`config.mk`:
```
export PLATFORM = sky130hd
export DESIGN_NAME = drt_front
export DESIGN_NICKNAME = d
export VERILOG_FILES = /design/src/rtl/drt_pkg.sv /design/src/rtl/drt_front.sv
export SDC_FILE = /design/constraint.sdc
export NUM_CORES = 1
export LEC_CHECK = 0
export ABC_CLOCK_PERIOD_IN_PS = 8700
export BUFFER_PORTS_ARGS = -buffer_cell sky130_fd_sc_hd__clkbuf_2
export CAP_MARGIN = 20
export CORE_UTILIZATION = 60
export DETAILED_ROUTE_END_ITERATION = 10
export HOLD_SLACK_MARGIN = 0.02
export PLACE_DENSITY = 0.85
export SYNTH_ARGS = -nofsm -noshare
export SYNTH_HDL_FRONTEND = slang
export SYNTH_SLANG_ARGS = --single-unit
```
`constraint.sdc`:
```
create_clock -name clk_i -period 8.7 [get_ports clk_i]
set_input_delay 0.87 -clock clk_i [delete_from_list [all_inputs] [get_ports clk_i]]
set_output_delay 0.87 -clock clk_i [all_outputs]
set_load 0.1 [all_outputs]
```
`src/rtl/drt_pkg.sv`:
```
// Shared types and constants for the damage rectangle tracker.
`timescale 1ns / 1ps
package drt_pkg;
  localparam int unsigned MaxEntries = 32;
  localparam int unsigned IdxW = $clog2(MaxEntries);
  localparam int unsigned CntW = $clog2(MaxEntries + 1);
  localparam int unsigned Gap = 2;
  localparam logic [13:0] ScreenMax = 14'd8192;

  typedef enum logic [1:0] {
    OpAdd   = 2'd0,
    OpFill  = 2'd1,
    OpDrain = 2'd2,
    OpNone  = 2'd3
  } op_e;

  typedef struct packed {
    logic [12:0] x;
    logic [12:0] y;
    logic [13:0] w;
    logic [13:0] h;
  } box_t;

  // classified command handed from front to back
  typedef struct packed {
    op_e  op;
    logic empty;
    box_t box;
  } cmd_t;

  localparam logic RegWidth  = 1'b0;
  localparam logic RegHeight = 1'b1;
endpackage

```
`src/rtl/drt_front.sv`:
```
// Front end: clips incoming rectangles and queues classified commands.
`timescale 1ns / 1ps
module drt_front (
  input  logic              clk_i,
  input  logic              rst_ni,
  input  logic              in_valid_i,
  output logic              in_stall_o,
  input  logic [1:0]        operation_i,
  input  logic signed [15:0] rect_left_i,
  input  logic signed [15:0] rect_top_i,
  input  logic [15:0]       rect_width_i,
  input  logic [15:0]       rect_height_i,
  input  logic [13:0]       scr_w_i,
  input  logic [13:0]       scr_h_i,
  output logic              cmd_valid_o,
  input  logic              cmd_take_i,
  output drt_pkg::cmd_t     cmd_o
);
  logic signed [17:0] left, top, right, bottom, cl, ct, cr, cb;
  drt_pkg::cmd_t cmd;
  drt_pkg::cmd_t q_q [2];
  logic [1:0] cnt_q, cnt_d;
  logic rd_q, wr_q;
  logic push;

  always_comb begin
    left   = 18'(rect_left_i);
    top    = 18'(rect_top_i);
    right  = left + $signed({2'b00, rect_width_i});
    bottom = top + $signed({2'b00, rect_height_i});
    cl = left < 0 ? 18'sd0 : left;
    ct = top < 0 ? 18'sd0 : top;
    cr = right > $signed({4'b0, scr_w_i}) ? $signed({4'b0, scr_w_i}) : right;
    cb = bottom > $signed({4'b0, scr_h_i}) ? $signed({4'b0, scr_h_i}) : bottom;
    cmd.op = drt_pkg::op_e'(operation_i);
    cmd.empty = (cr <= cl) || (cb <= ct);
    cmd.box.x = cl[12:0];
    cmd.box.y = ct[12:0];
    cmd.box.w = 14'(cr - cl);
    cmd.box.h = 14'(cb - ct);
  end

  assign in_stall_o  = cnt_q == 2'd2;
  assign push        = in_valid_i && !in_stall_o;
  assign cmd_valid_o = cnt_q != 2'd0;
  assign cmd_o       = q_q[rd_q];
  assign cnt_d = cnt_q + {1'b0, push} - {1'b0, cmd_take_i && cmd_valid_o};

  always_ff @(posedge clk_i or negedge rst_ni) begin
    if (!rst_ni) begin
      cnt_q <= '0;
      rd_q  <= 1'b0;
      wr_q  <= 1'b0;
    end else begin
      cnt_q <= cnt_d;
      if (push) wr_q <= !wr_q;
      if (cmd_take_i && cmd_valid_o) rd_q <= !rd_q;
    end
  end

  always_ff @(posedge clk_i) begin
    if (push) q_q[wr_q] <= cmd;
  end
endmodule

```
==> results of run 1 <==
## sequential cells by signal, summed over array words and instances, names as in the netlist
name,cells
cnt_q,2
wr_q,1
rd_q,1
q_q,114
## area by class of cell
type                            count  area [sq um]
Inverter                           79           297
Multi-Input combinational cell    550          4540
Fill cell                         928          3450
Clock buffer                       21           470
Clock inverter                     11           148
Tap cell                          176           220
Timing Repair Buffer              159           803
Sequential cell                   118          3520
## worst register-to-register path, cell delays in order (launching register included)
cell      delay, ns
dfrtp_1        0.38
nand2b_1       0.15
nand2_1        0.16
nor2_4         0.49
buf_4          0.57
## through the flow
step	cells	instance area (sq um)	util, %	setup slack, ns	hold WS [ns]
2_1_floorplan	759	8400	-	2.54	0.460
3_3_place_gp	1082	9380	69.7	1.91	0.477
3_5_place_dp	1082	9380	69.7	1.59	0.505
4_1_cts	1114	10000	74.3	1.88	0.252
5_1_grt	1114	10000	74.3	1.43	0.261
6_report	1114	10000	74.3	1.79	0.263
## synthesized netlist by cell type (3+ instances only)
master      n
edfxtp_1  114
ha_1       94
inv_1      79
mux2_2     74
a21oi_1    48
xnor2_1    42
nand2b_1   32
nand2_1    29
nor2_1     29
o21ai_0    26
a21o_1     18
nand3_1    17
nor2b_1    12
nor3_1     12
nand4_1    11
xor2_1     10
o21bai_1    9
mux2_4      8
a211oi_1    7
buf_1       6
o21a_1      6
nor4_1      5
o211ai_1    5
and3_1      4
clkbuf_1    4
dfrtp_1     4
fa_1        4
o221ai_1    4
or4_1       4
a21boi_0    3
a31oi_1     3
and2_1      3
mux2i_1     3
o22ai_1     3
or3_1       3
## layer usage
| metal | vias to the layer above | global-route usage [%] | share of wire, % |
|---|---|---|---|
| li1 | 3124 | - | - |
| met1 | 3037 | 37.1 | 44 |
| met2 | 276 | 45.4 | 48 |
| met3 | 34 | 4.86 | 5.9 |
| met4 | 0 | 8.72 | 1.7 |
| met5 | - | 0 | 0 |
## report_power, final
group / switching (mW) / total (mW) / internal, mW
clock network: 0.243 / 0.716 / 0.473
registers: 0.0544 / 0.908 / 0.854
logic: 1.59 / 2.11 / 0.511
total: 1.89 / 3.73 / 1.84
## kinds of logic after synthesis
logic type,Yosys count
AO/OA/AOI/OAI,145
XOR/XNOR,52
adder cells (fa/ha/maj),98
buffers and inverters,91
flip-flops,118
multiplexers,85
AND/OR/NAND/NOR,170
## worst min-delay path by stage
stage                     slack [ns]  endpoint  startpoint  cells after the start
after floorplan                 0.46  cnt_q[1]    cnt_q[1]                      1
after global placement          0.48  cnt_q[1]    cnt_q[1]                      1
after detailed placement        0.51  cnt_q[1]    cnt_q[1]                      1
after CTS                       0.25  cnt_q[1]      rst_ni                      1
after global routing            0.26  cnt_q[0]      rst_ni                      1
final                           0.26  cnt_q[1]      rst_ni                      1
==> impl_metrics.tcl, run 1 <==
set metrics [dict create \
    status "finished clean" \
    yosysWarnings 0 \
    routed_wl_mm 19.4 \
    grt_antenna_before_repair 0 \
    gp_congestion 0.936 \
    synth-xor-area-share_pct 5.42 \
    core_sq_um 13500 \
    hold_viol 0 \
    mostFrequentLayoutCells "clkbuf_2, edfxtp_1, ha_1" \
    synthTopCellsByArea "edfxtp_1, ha_1, mux2_2" \
    cp.arrival_ns 7.06 \
    start_util_pct 62.5 \
    startpoint "rect_left_i[0]" \
    path_depth 27 \
    clk_path_buf_depth 2 \
    yosysSeqAreaShare_pct 41.9 \
    port_buffers 156 \
    layout_commonest_cell "clkbuf_2" \
    crit_top_cell "o21ai_0" \
    setup_violations 0 \
    ys_async_sr_fraction_pct 3.39 \
    yosysTopAreaCell "edfxtp_1" \
    num_rows 42 \
    cts-htree-levels 4 \
    synth-compound-area-share_pct 11.0 \
    worstRegToRegCells 4 \
    clkTransAtPathRegs_ns 0.05 \
    die_area_sq_um 14500 \
    antenna_left 0 \
    power.total_mw 3.73 \
    grt_pass1_wl_mm 30.4 \
    synthFlopType "edfxtp_1" \
    ioPinCount 157 \
    synth_edf_count 114 \
    r2r-start "cnt_q[0]" \
    powerDensity_nw_per_um2 373 \
    die_y_um 120 \
    firstDrtPassIters 5 \
    dieWidth_um 120 \
    cts_tree "yes" \
    cp.required_ns 8.85 \
    routedWlPerCell_um 17.4 \
    syn_nets 955 \
    cts_made_buffers 17 \
    cp_top_family "compound AO/OA/AOI/OAI gates" \
    drive_gt1_share_pct 30.1 \
    diodes 0 \
    critPathMaxStageDelay_ns 0.47 \
    critPathBufInv 1 \
    maxCapViolations 0 \
    power.leakage_nw 4.49 \
    ctsHoldBuffers 0 \
    synthSimpleGateAreaFrac_pct 10.9 \
    post_cts_resized 0 \
    viasPerCell 5.81 \
    grt_max_degree 58 \
    tns_ns 0 \
    crit_path_max_fanout 14 \
    worstMarginPinSlew_ns 0.770 \
    clk_latency_ns 0.41 \
    period_share_pct 79.4 \
    grt_usage_pct 27.6 \
    maxSlewViolCount 0 \
    grt_pass1_vias 6132 \
    muxShareOfSynthArea_pct 11.7 \
    grt_overflow 0 \
    netlist.area_leader.share_pct 40.7 \
    finClkSkew_ns 0.0104 \
    dp_hpwl_mm 14.4 \
    clock.fmax_ghz 0.145 \
    hold_path.class "input pin to async pin" \
    syn_area_per_cell_sq_um 11.1 \
    ir_drop_mv 0.395 \
    synth_area_sq_um 8400 \
    vias 6471 \
    critical_path.startpoint_type "input pin" \
    end_kind "flip-flop" \
    clock_sinks 118 \
    yosysUniqueCellTypes 55 \
    crit_slowest_cell "nand2_1" \
    synthAdderAreaFrac_pct 15.0 \
    regToRegSetupSlack_ns 6.57 \
    postCtsSetupBuffers 0 \
    rsz0062_at_grt "no" \
    syn_inst 759 \
    remaining_drc_errors 0 \
    timing_worst_setup_path_type "input pin to flip-flop" \
    nNetsFinal 1121 \
    root_buffer "clkbuf_16" \
    ys_ff_latch 118 \
    min_period_ns 6.91 \
    syn2layout_area_growth_pct 19.0 \
    slew_headroom_pct 48.7 \
    worstReg2RegEnd "q_q[0][16]" \
    crit_end "q_q[0][27]" \
    synth_top_family_by_area "adder cells" \
    drt_iter0_markers 471 \
]
(Power assumes the default switching activity.)
==> inputs of run 2 (changes only) <==
--- a/config.mk
+++ b/config.mk
@@ -5,13 +5,13 @@
 export SDC_FILE = /design/constraint.sdc
 export NUM_CORES = 1
 export LEC_CHECK = 0
-export ABC_CLOCK_PERIOD_IN_PS = 8700
+export ABC_CLOCK_PERIOD_IN_PS = 6950
 export BUFFER_PORTS_ARGS = -buffer_cell sky130_fd_sc_hd__clkbuf_2
 export CAP_MARGIN = 20
-export CORE_UTILIZATION = 60
+export CORE_UTILIZATION = 57
 export DETAILED_ROUTE_END_ITERATION = 10
 export HOLD_SLACK_MARGIN = 0.02
-export PLACE_DENSITY = 0.85
+export PLACE_DENSITY = 0.82
 export SYNTH_ARGS = -nofsm -noshare
 export SYNTH_HDL_FRONTEND = slang
 export SYNTH_SLANG_ARGS = --single-unit
==> constraint.sdc (replaced) <==
create_clock -name clk_i -period 6.95 [get_ports clk_i]
set_input_delay 0.695 -clock clk_i [delete_from_list [all_inputs] [get_ports clk_i]]
set_output_delay 0.695 -clock clk_i [all_outputs]
set_load 0.1 [all_outputs]
==> run 2 against run 1 <==
Clock skew fell by 0.0059 ns. Global-route usage fell by 2.7 points. Wire length fell by 5.6%. Critical path type unchanged. Largest power group unchanged.
==> impl_metrics.tcl, run 2 (synthesis results as in run 1) <==
set metrics [dict create \
    status "finished clean" \
    setup_violations 0 \
    grt_pass1_wl_mm 28.7 \
    dieWidth_um 123 \
    num_rows 44 \
    critPathMaxStageDelay_ns 0.43 \
    syn2layout_area_growth_pct 18.1 \
    timing_worst_setup_path_type "input pin to flip-flop" \
    crit_path_max_fanout 8 \
    grt_usage_pct 24.9 \
    pwr-share-comb_pct 57.9 \
    power.leakage_nw 4.45 \
    hold_path.class "input pin to async pin" \
    largest-register "q_q" \
    cts-htree-levels 4 \
    diodes 0 \
    start_util_pct 58.0 \
    cp.required_ns 7.09 \
    layout_commonest_cell "clkbuf_2" \
    cts_made_buffers 17 \
    ctsHoldBuffers 0 \
    mostFrequentLayoutCells "clkbuf_2, edfxtp_1, ha_1" \
    clock.fmax_ghz 0.157 \
    reg_top3 "q_q x114, cnt_q x2" \
    grt_antenna_before_repair 0 \
    die_area_sq_um 15200 \
    crit_top_cell "o21ai_0" \
    swShare_pct 51.4 \
    clk_latency_ns 0.40 \
    nNetsFinal 1122 \
    p_sw_mw 2.32 \
    postCtsSetupBuffers 0 \
    remaining_drc_errors 0 \
    grt_overflow 0 \
    viasPerCell 5.62 \
    gp_congestion 0.898 \
    period_share_pct 91.6 \
    slew_headroom_pct 47.5 \
    port_buffers 156 \
    routed_wl_mm 18.3 \
    routedWlPerCell_um 16.3 \
    drive_gt1_share_pct 29.6 \
    end_kind "flip-flop" \
    core_sq_um 14500 \
    die_y_um 123 \
    stdcell_area_sq_um 9930 \
    seqPwrFrac_pct 25.0 \
    antenna_left 0 \
    crit_slowest_cell "fa_1" \
    clkTransAtPathRegs_ns 0.05 \
    critPathBufInv 1 \
    maxSlewViolCount 0 \
    drt_iter0_markers 439 \
    setup_ws_ns 0.583 \
    p_int_mw 2.19 \
    root_buffer "clkbuf_16" \
    clock_sinks 118 \
    path_depth 27 \
    clock_power_share_pct 17.0 \
    dp_hpwl_mm 14.3 \
    firstDrtPassIters 5 \
    grt_max_degree 58 \
    critical_path.startpoint_type "input pin" \
    dp_slack_ns 0.244 \
    powerDensity_nw_per_um2 455 \
    clk_path_buf_depth 2 \
    vias 6311 \
    maxCapViolations 0 \
    worstRegToRegCells 4 \
    post_cts_resized 0 \
    finClkSkew_ns 0.00450 \
    rsz0062_at_grt "no" \
    place_area_sq_um 9400 \
    tns_ns 0 \
    ir_drop_mv 0.383 \
    startpoint "rect_left_i[0]" \
    worstMarginPinSlew_ns 0.788 \
    grt_pass1_vias 5917 \
    min_period_ns 6.37 \
    power.total_mw 4.51 \
    cts_tree "yes" \
    cp_top_family "compound AO/OA/AOI/OAI gates" \
    r2r-start "cnt_q[1]" \
    largest_register_ffs 114 \
    ioPinCount 157 \
    hold_viol 0 \
    cp.arrival_ns 6.51 \
]
[run 2: cell types whose count changed in the layout (fill, tap and decap cells not counted), sizes merged]
| cell | change |
|---|---|
| buf | +1 |
| bufinv | -2 |
| clkbuf | +1 |
| clkinv | +4 |
| clkinvlp | -2 |
| inv | -1 |
[run 2: power by group through the flow]
stage / clock network [mW] / logic, mW / registers [mW]
4_1_cts: 0.781 / 2.62 / 1.13
6_report: 0.768 / 2.62 / 1.13
2_1_floorplan: 0 / 2.20 / 1.12
3_3_place_gp: 0 / 2.58 / 1.13
5_1_grt: 0.812 / 2.76 / 1.15
3_5_place_dp: 0 / 2.61 / 1.15
[run 2: worst paths after layout]
kind | end | slack [ns]
max | q_q[1][27] | 0.58
min | cnt_q[0] | 0.09
max reg2reg | q_q[0][46] | 4.78
min reg2reg | cnt_q[1] | 0.51
max in group asynchronous | rd_q | 6.72
min in group clk_i | q_q[1][55] | 0.49
[run 2: metrics by stage]
| step | instances | hold WS (ns) | util, % |
|---|---|---|---|
| final | 1123 | 0.0915 | 68.6 |
| after global placement | 1091 | 0.477 | 64.9 |
| after floorplan | 759 | 0.399 | - |
| after global routing | 1123 | 0.0880 | 68.6 |
| after detailed placement | 1091 | 0.507 | 64.9 |
| after CTS | 1123 | 0.0807 | 68.6 |
[run 2: layer usage]
layer | track usage (%) | vias to the layer above | share of wire (%)
li1 | - | 3142 | -
met2 | 39.8 | 179 | 47
met1 | 33.7 | 2961 | 46
met3 | 4.24 | 29 | 4.8
met4 | 9.49 | 0 | 2.0
met5 | 0 | - | 0
[run 2: area by class of cell]
type                    count  area, sq um
inverters                  79          297
multi-input cells         550         4540
fillers                  1117         4550
flip-flops and latches    118         3520
clock buffers              22          444
well taps                 184          230
clock inverters            10         82.6
repair buffers            160          811
[run 2: worst reg2reg max path, delay by kind of cell (launching register included)]
kind | cells | cell delay (ns)
simple gates | 3 | 0.86
flops | 1 | 0.40
buf+inv | 1 | 0.54
